`src/efsa_pkg.sv`:
```
// ----------------------------------------------------------------------------
// efsa_pkg
// Shared types and constants for the embedded free-list slot allocator.
// ----------------------------------------------------------------------------
package efsa_pkg;

    // Number of slots in the pool, and the field widths that follow from it.
    localparam int SLOTS  = 255;
    localparam int SLOT_W = 8;
    localparam int OBJ_W  = 16;
    localparam int OFF_W  = 24;

    // Pool size one bit wider than a slot index, for range compares.
    localparam logic [SLOT_W:0] SLOTS_X = (SLOT_W + 1)'(SLOTS);

    typedef logic [SLOT_W-1:0] t_slot;

    typedef enum logic [1:0] {
        OP_ALLOC   = 2'd0,
        OP_RELEASE = 2'd1,
        OP_CHECK   = 2'd2
    } t_op;

    typedef enum logic [2:0] {
        STS_OK      = 3'd0,
        STS_FULL    = 3'd1,
        STS_RANGE   = 3'd2,
        STS_DOUBLE  = 3'd3,
        STS_CORRUPT = 3'd4
    } t_status;

    typedef enum logic [1:0] {
        S_IDLE,
        S_ALLOC,
        S_CHECK,
        S_UNDO
    } t_state;

    // One access to the link store: an optional write and an
    // optional read, each at its own address. An entry holds a link and a
    // visited mark that is only set during an integrity walk.
    typedef struct packed {
        logic  wr;
        logic  rd;
        t_slot waddr;
        t_slot raddr;
        t_slot wdata;
        logic  wmark;
    } t_link_req;

endpackage

```
`src/efsa_ram.sv`:
```
// ----------------------------------------------------------------------------
// efsa_ram
// Generic simple dual-port RAM: one write port, one read port, read data
// registered.
// ----------------------------------------------------------------------------
module efsa_ram #(
    parameter int WIDTH = 8,
    parameter int DEPTH = 256,
    parameter int AW    = (DEPTH > 1) ? $clog2(DEPTH) : 1
) (
    input  logic             i_clk,
    input  logic             i_we,
    input  logic [AW-1:0]    i_waddr,
    input  logic [WIDTH-1:0] i_wdata,
    input  logic             i_re,
    input  logic [AW-1:0]    i_raddr,
    output logic [WIDTH-1:0] o_rdata
);

    logic [WIDTH-1:0] r_mem [DEPTH];
    logic [WIDTH-1:0] r_rdata;

    always_ff @(posedge i_clk) begin
        if (i_we) begin
            r_mem[i_waddr] <= i_wdata;
        end
        if (i_re) begin
            r_rdata <= r_mem[i_raddr];
        end
    end

    assign o_rdata = r_rdata;

endmodule

```
`src/efsa_link_store.sv`:
```
// ----------------------------------------------------------------------------
// efsa_link_store
// Next-link store of the free list. A RAM holds each link with a visited
// mark; a written flag per entry makes an entry that was never written read
// as its index plus one with the mark clear.
// ----------------------------------------------------------------------------
module efsa_link_store (
    input  logic                 i_clk,
    input  logic                 i_rst_n,
    input  efsa_pkg::t_link_req  i_req,
    output efsa_pkg::t_slot      o_link,
    output logic                 o_mark
);

    logic [efsa_pkg::SLOTS-1:0]  r_written;
    efsa_pkg::t_slot             r_raddr;
    logic                        r_byp;
    logic [efsa_pkg::SLOT_W:0]   r_byp_data;
    logic [efsa_pkg::SLOT_W:0]   ram_q;

    efsa_ram #(
        .WIDTH (efsa_pkg::SLOT_W + 1),
        .DEPTH (efsa_pkg::SLOTS),
        .AW    (efsa_pkg::SLOT_W)
    ) u_ram (
        .i_clk   (i_clk),
        .i_we    (i_req.wr),
        .i_waddr (i_req.waddr),
        .i_wdata ({i_req.wmark, i_req.wdata}),
        .i_re    (i_req.rd),
        .i_raddr (i_req.raddr),
        .o_rdata (ram_q)
    );

    always_ff @(posedge i_clk) begin
        if (!i_rst_n) begin
            r_written <= '0;
        end else if (i_req.wr) begin
            r_written[i_req.waddr] <= 1'b1;
        end
    end

    // A read of the entry being written in the same cycle returns the new
    // contents.
    always_ff @(posedge i_clk) begin
        if (i_req.rd) begin
            r_raddr    <= i_req.raddr;
            r_byp      <= i_req.wr && (i_req.waddr == i_req.raddr);
            r_byp_data <= {i_req.wmark, i_req.wdata};
        end
    end

    // An entry still at its reset value links to the next slot, unmarked.
    always_comb begin
        if (r_byp) begin
            {o_mark, o_link} = r_byp_data;
        end else if (r_written[r_raddr]) begin
            {o_mark, o_link} = ram_q;
        end else begin
            o_mark = 1'b0;
            o_link = efsa_pkg::t_slot'(r_raddr + 1'b1);
        end
    end

endmodule

```
`src/embedded_free_list_slot_allocator_top.sv`:
```
// ----------------------------------------------------------------------------
// embedded_free_list_slot_allocator_top
// Fixed pool of equal slots whose free list lives as a next-index link in
// each free slot; allocate, release and list-integrity check.
// ----------------------------------------------------------------------------
// Usage:
// An item is taken at a rising edge where start is high and busy is low; its
// fields are i_op (allocate, release, check) and i_slot (the slot to release).
// Every item yields one result, shown for a single cycle with o_done high on
// o_status, o_granted_slot, o_byte_offset and o_free_count. The receiver has
// no way to stall, so it must take the result in that cycle.
// A release, a rejected item, an ignored op and a check that needs no walk
// show their result in the cycle after the item is taken with busy low.
// A successful allocate reads the head's link from the link RAM (registered
// read), so busy is high in state S_ALLOC and the result shows as busy
// falls.
// A check with N free slots (N at least two) marks every slot it visits in the
// link RAM, one link per cycle, then walks the marked slots again to clear the
// marks. The result shows as busy falls; a loop or a bad link cuts the walk
// short.
// The user writes the object size register (i_cfg_we, i_cfg_wdata) only while idle;
// the block does not enforce it. Reset (synchronous, active low) puts the head at
// slot 0 and counts every slot free; per-entry written flags make each link read as
// its index plus one, so no clearing pass is needed and the block is ready at once.
// ----------------------------------------------------------------------------
module embedded_free_list_slot_allocator_top (
    input  logic        i_clk,
    input  logic        i_rst_n,
    input  logic        start,
    output logic        busy,
    input  logic [1:0]  i_op,
    input  logic [7:0]  i_slot,
    input  logic        i_cfg_we,
    input  logic [15:0] i_cfg_wdata,
    output logic        o_done,
    output logic [2:0]  o_status,
    output logic [7:0]  o_granted_slot,
    output logic [23:0] o_byte_offset,
    output logic [7:0]  o_free_count
);

    // Control state.
    efsa_pkg::t_state r_state, n_state;
    efsa_pkg::t_slot  r_head, n_head;
    efsa_pkg::t_slot  r_free, n_free;
    efsa_pkg::t_slot  r_cnt, n_cnt;
    efsa_pkg::t_slot  r_idx, n_idx;
    logic [efsa_pkg::OBJ_W-1:0] r_obj_size;

    // Offset of the slot being allocated, formed while its link is read.
    logic [efsa_pkg::OFF_W-1:0] r_offset, n_offset;

    // Outcome of the integrity walk, held while its marks are cleared.
    efsa_pkg::t_status          r_chk_sts, n_chk_sts;

    // Registered result.
    logic                       r_done, n_done;
    efsa_pkg::t_status          r_status, n_status;
    efsa_pkg::t_slot            r_gslot, n_gslot;
    logic [efsa_pkg::OFF_W-1:0] r_res_off, n_res_off;
    efsa_pkg::t_slot            r_res_free, n_res_free;

    efsa_pkg::t_link_req link_req;
    efsa_pkg::t_slot     link_q;
    logic                link_mark;

    logic head_in_pool;
    logic slot_in_pool;
    logic link_in_pool;
    logic walk_last;

    efsa_link_store u_links (
        .i_clk   (i_clk),
        .i_rst_n (i_rst_n),
        .i_req   (link_req),
        .o_link  (link_q),
        .o_mark  (link_mark)
    );

    assign head_in_pool = {1'b0, r_head} < efsa_pkg::SLOTS_X;
    assign slot_in_pool = {1'b0, i_slot} < efsa_pkg::SLOTS_X;
    assign link_in_pool = {1'b0, link_q} < efsa_pkg::SLOTS_X;
    // The walk ends once the slot being marked brings the count of marked
    // slots to the free count.
    assign walk_last    = ({1'b0, r_cnt} + 1'b1) >= {1'b0, r_free};

    always_comb begin
        n_state    = r_state;
        n_head     = r_head;
        n_free     = r_free;
        n_cnt      = r_cnt;
        n_idx      = r_idx;
        n_offset   = r_offset;
        n_chk_sts  = r_chk_sts;
        n_done     = 1'b0;
        n_status   = efsa_pkg::STS_OK;
        n_gslot    = '0;
        n_res_off  = '0;
        n_res_free = r_free;
        link_req   = '{wr: 1'b0, rd: 1'b0, waddr: r_idx, raddr: r_head,
                       wdata: r_head, wmark: 1'b0};

        case (r_state)
            efsa_pkg::S_IDLE: begin
                if (start) begin
                    case (efsa_pkg::t_op'(i_op))
                        efsa_pkg::OP_ALLOC: begin
                            if (r_free == '0) begin
                                n_done   = 1'b1;
                                n_status = efsa_pkg::STS_FULL;
                            end else if (!head_in_pool) begin
                                n_done   = 1'b1;
                                n_status = efsa_pkg::STS_CORRUPT;
                            end else begin
                                link_req.rd = 1'b1;
                                n_idx       = r_head;
                                n_offset    = efsa_pkg::OFF_W'(r_head) *
                                              efsa_pkg::OFF_W'(r_obj_size);
                                n_state     = efsa_pkg::S_ALLOC;
                            end
                        end
                        efsa_pkg::OP_RELEASE: begin
                            n_done = 1'b1;
                            if (!slot_in_pool) begin
                                n_status = efsa_pkg::STS_RANGE;
                            end else if ({1'b0, r_free} >= efsa_pkg::SLOTS_X) begin
                                n_status = efsa_pkg::STS_DOUBLE;
                            end else if (r_free != '0 && i_slot == r_head) begin
                                n_status = efsa_pkg::STS_DOUBLE;
                            end else begin
                                link_req.wr    = 1'b1;
                                link_req.waddr = i_slot;
                                n_head         = i_slot;
                                n_free         = r_free + 1'b1;
                                n_res_free     = r_free + 1'b1;
                            end
                        end
                        efsa_pkg::OP_CHECK: begin
                            if (r_free == '0) begin
                                n_done = 1'b1;
                            end else if (!head_in_pool) begin
                                n_done   = 1'b1;
                                n_status = efsa_pkg::STS_CORRUPT;
                            end else if (r_free == efsa_pkg::t_slot'(1)) begin
                                // The head alone makes up the list.
                                n_done = 1'b1;
                            end else begin
                                link_req.rd = 1'b1;
                                n_idx       = r_head;
                                n_cnt       = '0;
                                n_state     = efsa_pkg::S_CHECK;
                            end
                        end
                        default: begin
                            n_done = 1'b1;
                        end
                    endcase
                end
            end
            efsa_pkg::S_ALLOC: begin
                n_head     = link_q;
                n_free     = r_free - 1'b1;
                n_done     = 1'b1;
                n_gslot    = r_idx;
                n_res_off  = r_offset;
                n_res_free = r_free - 1'b1;
                n_state    = efsa_pkg::S_IDLE;
            end
            efsa_pkg::S_CHECK: begin
                // The entry of slot r_idx is on the read port; r_cnt slots
                // are marked so far.
                if (link_mark) begin
                    // The slot was reached before: the list loops.
                    n_chk_sts   = efsa_pkg::STS_CORRUPT;
                    link_req.rd = 1'b1;
                    n_idx       = r_head;
                    n_state     = efsa_pkg::S_UNDO;
                end else begin
                    link_req.wr    = 1'b1;
                    link_req.wdata = link_q;
                    link_req.wmark = 1'b1;
                    n_cnt          = r_cnt + 1'b1;
                    if (walk_last || !link_in_pool || link_q == r_idx) begin
                        // A link back to the slot being marked is a loop; it is
                        // caught here rather than by the read below.
                        n_chk_sts   = walk_last ? efsa_pkg::STS_OK
                                                : efsa_pkg::STS_CORRUPT;
                        link_req.rd = 1'b1;
                        n_idx       = r_head;
                        n_state     = efsa_pkg::S_UNDO;
                    end else begin
                        link_req.rd    = 1'b1;
                        link_req.raddr = link_q;
                        n_idx          = link_q;
                    end
                end
            end
            efsa_pkg::S_UNDO: begin
                // Walk the marked slots again from the head, clearing each
                // mark; r_cnt slots are still marked.
                link_req.wr    = 1'b1;
                link_req.wdata = link_q;
                if (r_cnt <= efsa_pkg::t_slot'(1)) begin
                    n_done   = 1'b1;
                    n_status = r_chk_sts;
                    n_state  = efsa_pkg::S_IDLE;
                end else begin
                    link_req.rd    = 1'b1;
                    link_req.raddr = link_q;
                    n_idx          = link_q;
                    n_cnt          = r_cnt - 1'b1;
                end
            end
            default: begin
                n_state = efsa_pkg::S_IDLE;
            end
        endcase
    end

    always_ff @(posedge i_clk) begin
        if (!i_rst_n) begin
            r_state    <= efsa_pkg::S_IDLE;
            r_head     <= '0;
            r_free     <= efsa_pkg::t_slot'(efsa_pkg::SLOTS);
            r_cnt      <= '0;
            r_obj_size <= efsa_pkg::OBJ_W'(1);
            r_done     <= 1'b0;
        end else begin
            r_state <= n_state;
            r_head  <= n_head;
            r_free  <= n_free;
            r_cnt   <= n_cnt;
            r_done  <= n_done;
            if (i_cfg_we) begin
                r_obj_size <= i_cfg_wdata;
            end
        end
    end

    always_ff @(posedge i_clk) begin
        r_idx      <= n_idx;
        r_offset   <= n_offset;
        r_chk_sts  <= n_chk_sts;
        r_status   <= n_status;
        r_gslot    <= n_gslot;
        r_res_off  <= n_res_off;
        r_res_free <= n_res_free;
    end

    assign busy           = (r_state != efsa_pkg::S_IDLE);
    assign o_done         = r_done;
    assign o_status       = r_status;
    assign o_granted_slot = r_gslot;
    assign o_byte_offset  = r_res_off;
    assign o_free_count   = r_res_free;

endmodule

```
`config.mk`:
```
export PLATFORM = sky130hd
export DESIGN_NAME = embedded_free_list_slot_allocator_top
export DESIGN_NICKNAME = d
export VERILOG_FILES = /design/src/efsa_pkg.sv /design/src/efsa_ram.sv /design/src/efsa_link_store.sv /design/src/embedded_free_list_slot_allocator_top.sv
export SDC_FILE = /design/constraint.sdc
export NUM_CORES = 2
export LEC_CHECK = 0
export BUFFER_PORTS_ARGS = -buffer_cell sky130_fd_sc_hd__buf_4
export CAP_MARGIN = 10
export CORE_MARGIN = 1.5
export CORE_UTILIZATION = 35
export DETAILED_ROUTE_END_ITERATION = 12
export GPL_TIMING_DRIVEN = 1
export PLACE_DENSITY = 0.49
export SLEW_MARGIN = 10
export SYNTH_ARGS = -nofsm -noshare
export SYNTH_HDL_FRONTEND = slang
export SYNTH_SLANG_ARGS = --single-unit
```
`constraint.sdc`:
```
create_clock -name i_clk -period 12.6 [get_ports i_clk]
set_input_delay 2.52 -clock i_clk [delete_from_list [all_inputs] [get_ports i_clk]]
set_output_delay 2.52 -clock i_clk [all_outputs]
set_load 0.02 [all_outputs]
```
# Yosys cells after proc, flatten, opt, wreduce, memory -nomap -nowiden
# Memories as Yosys holds them, arrays and structs flattened. A register that Yosys moved wholly into a read port is not among the register bits.
# Cells that the tools add are included.
[classes] n_addsub=6 multipliers=1 n_lt_le_gt_ge=9 n_eq_ne=28 n_mux=96 bitwise_logic=2 reduce_logical=20
[ops] cell="2-to-1 mux 8 bit" count=34
[ops] cell="bitwise OR 255 bit" count=1
[ops] cell="case mux 8 bit (2 select lines)" count=3
[ops] cell="case mux 8 bit (3 select lines)" count=2
[ops] cell="case mux 16 bit (2 select lines)" count=1
[ops] cell="2-to-1 mux 1 bit" count=25
[ops] cell="adder 8 x 1 -> 8 bit (second input constant)" count=3
[ops] cell="equality test 8 bit" count=3
[ops] cell="less-than comparator 8 bit (second input constant)" count=3
[ops] cell="multiplier 8 x 16 -> 24 bit" count=1
[ops] cell="2-to-1 mux 2 bit" count=12
[ops] cell="2-to-1 mux 3 bit" count=7
[ops] cell="inequality test 2 bit (second input constant)" count=10
[ops] cell="less-than comparator 8 x 9 -> 1 bit (second input constant)" count=2
[ops] cell="inequality test 3 bit (second input constant)" count=6
[ops] cell="AND reduction 9 bit" count=2
[ops] cell="2-to-1 mux 17 bit" count=1
[ops] cell="subtractor 8 x 1 -> 8 bit (second input constant)" count=2
[ops] cell="2-to-1 mux 10 bit" count=1
[ops] cell="adder 8 x 1 -> 9 bit (second input constant)" count=1
[ops] cell="greater-or-equal comparator 9 x 8 -> 1 bit" count=1
[ops] cell="case mux 3 bit (3 select lines)" count=1
[ops] cell="binary-select mux 1 bit (select 8 bit)" count=1
[ops] cell="demux 1 bit (select 8 bit)" count=1
[ops] cell="other kinds (27)" count=38
[totals] ff_bits=394 ramBits=2295 input_bits=30 output_inout_bits=45 word_cells=180 mem_count=1
[memory_table] name="u_links.u_ram.r_mem" depth=255 width=9 rd=1 rd_clocked_by_memory_dff=1 wr=1 line="efsa_ram.sv:20" source="logic [WIDTH-1:0] r_mem [DEPTH];"

# Logic depth before layout (Yosys ltp)
[depth] word_depth=13 mapped_depth=29 depth_no_buf=27

# By module
# From an unflattened synthesis, not the netlist that was laid out.
[hier_totals] hier_cells=6600 area_unflattened_um2=111529.5
[by_module_without_submodules] mod="efsa_ram" n_inst=1 cells_per_inst=4357 area_per_inst_um2=89781.1 seq_area_each_um2=69186.4
[by_module_without_submodules] mod="efsa_link_store" n_inst=1 cells_per_inst=1183 area_per_inst_um2=11955.2 seq_area_each_um2=5645.4
[by_module_without_submodules] mod="embedded_free_list_slot_allocator_top" n_inst=1 cells_per_inst=1060 area_per_inst_um2=9793.1 seq_area_each_um2=2712.6

# Least setup slack after synthesis
# OpenSTA, ideal clock, no wires.
[synth_timing] path_type="reg2reg" start="register u_links.r_raddr[0]" end="register u_links.r_byp_data[2] in the netlist's numbering (data pin)" setup_ps=864 arrival_time_ps=8585 required_time_ps=11736 path_slack_ps=3150 path_stages_with_launch=18 n_path_buf=6 period_less_slack_ps=9450 path_cell_list="edfxtp_1 > buf_2 > buf_6 > buf_6 > buf_2 > nor2_1 > a22oi_1 > a41o_1 > a211oi_1 > o22a_1 > o211a_2 > buf_4 > o21ai_1 > or2_2 > clkbuf_1 > inv_1 > nor2_1 > a22o_1"
[synth_rtl] element="from (decl)" line="efsa_link_store.sv:16" source="efsa_pkg::t_slot r_raddr;"
[synth_rtl] element="from (signal assigned)" line="efsa_link_store.sv:47" source="r_raddr <= i_req.raddr;"
[synth_rtl] element="to (signal assigned)" line="efsa_link_store.sv:49" source="r_byp_data <= {i_req.wmark, i_req.wdata};"
[synth_rtl] element="to (decl)" line="efsa_link_store.sv:18" source="logic [efsa_pkg::SLOT_W:0] r_byp_data;"

# Final worst setup path
[layout_timing] start="register u_links.r_raddr[0]" end="register u_links.u_ram.r_rdata[2], in the netlist u_links.u_ram.o_rdata[2] (read register of u_links.u_ram.r_mem) (data pin)"
[layout_via] elab_chain_len=11 word_cells_on_any_way=16 classes_between="add/sub: 1; order compare: 1; eq/ne: 1; mux: 10; reduce/logical: 3"
[layout_lines] element="binary-select mux 1 bit (select 8 bit)" line="efsa_link_store.sv:57" source="end else if (r_written[r_raddr]) begin"
[layout_lines] element="2-to-1 mux 1 bit (not written as such)" line="efsa_link_store.sv:57"
[layout_lines] element="2-to-1 mux 8 bit" line="efsa_link_store.sv:57"
[layout_lines] element="2-to-1 mux 8 bit" line="efsa_link_store.sv:55" source="if (r_byp) begin"
[layout_lines] element="less-than comparator 8 bit" line="embedded_free_list_slot_allocator_top.sv:82" source="assign link_in_pool = {1'b0, link_q} < efsa_pkg::SLOTS_X;"
[layout_lines] element="logical NOT 1 bit" line="embedded_free_list_slot_allocator_top.sv:183" source="if (walk_last || !link_in_pool || link_q == r_idx) begin"
[layout_lines] element="logical OR 1 bit (2 in a row)" line="embedded_free_list_slot_allocator_top.sv:183"
[layout_lines] element="2-to-1 mux 8 bit" line="embedded_free_list_slot_allocator_top.sv:183"
[layout_lines] element="2-to-1 mux 17 bit" line="embedded_free_list_slot_allocator_top.sv:172" source="if (link_mark) begin"
[layout_lines] element="case mux 16 bit (2 select lines) (*)" line="embedded_free_list_slot_allocator_top.sv:103" source="case (r_state)"
[layout_lines] element="to (decl)" line="efsa_ram.sv:21" source="logic [WIDTH-1:0] r_rdata;"
# Mark *: on every way between the ends. The rest lies on a longest branch, timed or not. The select of a mux whose other input is x is not followed.
# A chain may end at the register's enable or synchronous reset.

==> impl_metrics.ini <==
[setup_path]
cp-end-kind = flip-flop
critPathKind = reg2reg
start_kind = flip-flop
cp-startpoint = u_links.r_raddr[0]
max_stage_delay_ns = 1.00
cp_max_fo = 132
crit_slowest_cell = nor4_1
critPathBufInv = 3
critical_path.most_common_cell = nand4_1
worstPathRequired_ns = 13.18
timing.rr.start = u_links.r_raddr[0]
critPathArrivalTime_ns = 10.89
critPathTopFamily = compound AO/OA/AOI/OAI gates
crit_chain = buf_4 -> mux4_2 -> a22oi_1 -> a21boi_0 -> a211oi_1 -> o22a_1 -> o211a_2 -> mux2i_1 -> o21ai_0 -> a31o_1 -> a211oi_2 -> o21ai_2 -> and2_4 -> inv_8 -> buf_12 -> a311oi_1 -> o41ai_1 -> nand4_1 -> nor4_1 -> nand4_1

[drt]
ant_nets = 0
wl_mm = 399.4
remaining_drc_errors = 0
drt-initial-drc-count = 9662
firstDrtPassIters = 6
num_vias = 74711
routedWlPerCell_um = 30.64
avgViaCountPerCell = 5.733

[sta]
final.setup_skew_ns = 0.06420
fmax_mhz = 97.08
period_needed_ns = 10.30
fin_crit_sh = 0.8175
drv_slew = 0
finalHoldViolations = 0
rsz0062_at_grt = no
setup-tns-final_ns = 0
whs_ns = 0.4438
worst_slew_pin_slew_ns = 1.438
relSlewSlack = 0.03217
setup_viol = 0

[yosys]
ys.flop_type = edfxtp_1
synth_top_family_by_area = simple AND/OR/NAND/NOR gates
yosysMostFrequentCell = edfxtp_1
synth_compound_area_frac = 0.08911
syn_nets = 8664
synth_top_area_share = 0.6308
yosys_warnings = 0
synthXorXnorAreaFrac = 0.004141
avgSynthCellArea_sq_um = 13.21
synth-async-reset-ratio = 0
ys_ff_latch = 2696
synthAdderAreaFrac = 0.02225
muxShareOfSynthArea = 0.04796
ys_types = 95
yosys.area.top_type = edfxtp_1
syn_inst = 8485
synthTopCellsByCount = edfxtp_1 (2,355), nand2_1 (1,223), nor2_1 (911)
synth_enable_flop_cells = 2355
netlist_area_sq_mm = 0.1121
yosysSeqAreaShare = 0.6917
yosys-top-cells-area = edfxtp_1 (63%), dfxtp_1 (6.1%), nand2_1 (4.1%), mux2i_1 (3.7%), nor2_1 (3.1%)
synthSimpleGateAreaFrac = 0.1168

[global_route]
grt_pass1_wl_mm = 556.0
grt_max_degree = 178
overflow = 0
grt_usage = 0.2398
antenna_found_initial = 25
grt_pass1_vias = 70177

[clock_tree]
cts_tree = done
cts.sinks = 2696
clk_pin_slew_ns = 0.06
cts_resized = 0
htreeDepth = 5
numCtsBuffers = 295
worstSkewPairLatency_ns = 0.90
clockRootBuffer = clkbuf_16
postCtsSetupBuffers = 0
clockBufferDepth = 4
hold_buffers = 0

[floorplanning]
num_rows = 207
die_h_um = 569.0
die_w_um = 569.0
dieArea_sq_mm = 0.3237
start_util = 0.3522
core_sq_mm = 0.3183
io_pins = 75

[finish]
drive_above_1_share = 0.1119
fin_nets = 8786
syn_to_final_growth_pct = 13.84
fill_cells = 29619

[hold_path]
hold_class = reg2reg
hp-start = r_offset[17]

[power_and_ir_drop]
vdd_drop_max_mv = 0.1070
p_leak_uw = 0.04192
powerDensity_mw_per_mm2 = 175.6

[status]
outcome = finished, final reports clean

[placed_design]
io_buffers = 74
dp_hpwl_mm = 245.4
gp_congestion = 0.9204

[flow_run]
maxCapViolations = 0
[power by group]
group	internal [uW]	leakage, uW	switching [uW]
clock	4750	0.00447	3620
combinational	923	0.0136	2910
sequential	10100	0.0239	106
[final cells by class]
cell class / instances / area [sq um] / share of cell area
clock buffers: 392 / 8040 / 0.06300
multi-input cells: 5081 / 31810 / 0.2492
diodes: 14 / 35.03 / 0.0002745
inverters: 136 / 543.0 / 0.004255
clock inverters: 136 / 1076 / 0.008431
flip-flops and latches: 2696 / 77540 / 0.6076
repair buffers: 397 / 3351 / 0.02625
well taps: 4180 / 5230 / 0.04098
[cells by family (layout without fill, tap and decap cells)]
kind of cell,after synthesis,after routing
AND/OR/NAND/NOR,3005,3005
flip-flops,2696,2696
AO/OA/AOI/OAI,1402,1402
buffers and inverters,708,1061
multiplexers,472,472
adder cells (fa/ha/maj),149,149
XOR/XNOR,53,53
other,0,14
[state kept, by name, indices dropped and copies added, names as in the netlist, 3 cells and up]
register,flops
o_byte_offset,24
o_free_count,8
o_granted_slot,8
o_status,3
r_cnt,8
r_free,8
r_head,8
r_idx,8
r_obj_size,16
r_offset,24
u_links.r_byp_data,9
u_links.r_raddr,8
u_links.r_written,255
u_links.u_ram.o_rdata,9
u_links.u_ram.r_mem,2295
[through the flow]
step,cells,util,worst slack (ns),cell area (sq um),power (uW)
2_1_floorplan,8485,-,3.150,112100,12450
3_3_place_gp,12485,0.3718,2.184,118300,14130
3_5_place_dp,12485,0.3719,2.546,118400,14160
4_1_cts,13013,0.4006,2.490,127500,22460
5_1_grt,13023,0.4009,2.276,127600,23000
6_report,13032,0.4010,2.299,127600,22410
[per-layer routing]
layer  share of wire  GRT usage  up-vias
met5         0.00011          0        -
met4           0.036    0.08252        6
met3           0.081    0.04207      630
met2            0.46     0.3770     3447
met1            0.43     0.3339    38587
li1                -          -    32041
[placed cells by master, fill, tap and decap left out, types with 64 or more instances in the layout]
master,count
edfxtp_1,2355
nand2_1,1217
nor2_1,868
mux2i_1,410
buf_4,368
a211oi_1,351
dfxtp_1,341
clkbuf_16,303
nand3_1,296
and3_1,286
a21oi_1,164
o21ai_0,154
a31oi_1,133
inv_1,124
a311oi_1,120
and2_1,105
o22ai_1,102
fa_1,84
clkbuf_1,76
ha_1,64
[path summary, 6_finish.rpt]
| check | slack [ns] | cells past startpoint | end |
|---|---|---|---|
| max | 2.30 | 20 | u_links.u_ram.o_rdata[2] |
| min | 0.44 | 1 | o_byte_offset[17] |
| max reg2reg | 2.30 | 20 | u_links.u_ram.o_rdata[2] |
| min reg2reg | 0.44 | 1 | o_byte_offset[17] |
Power figures use the tool's default switching activity.
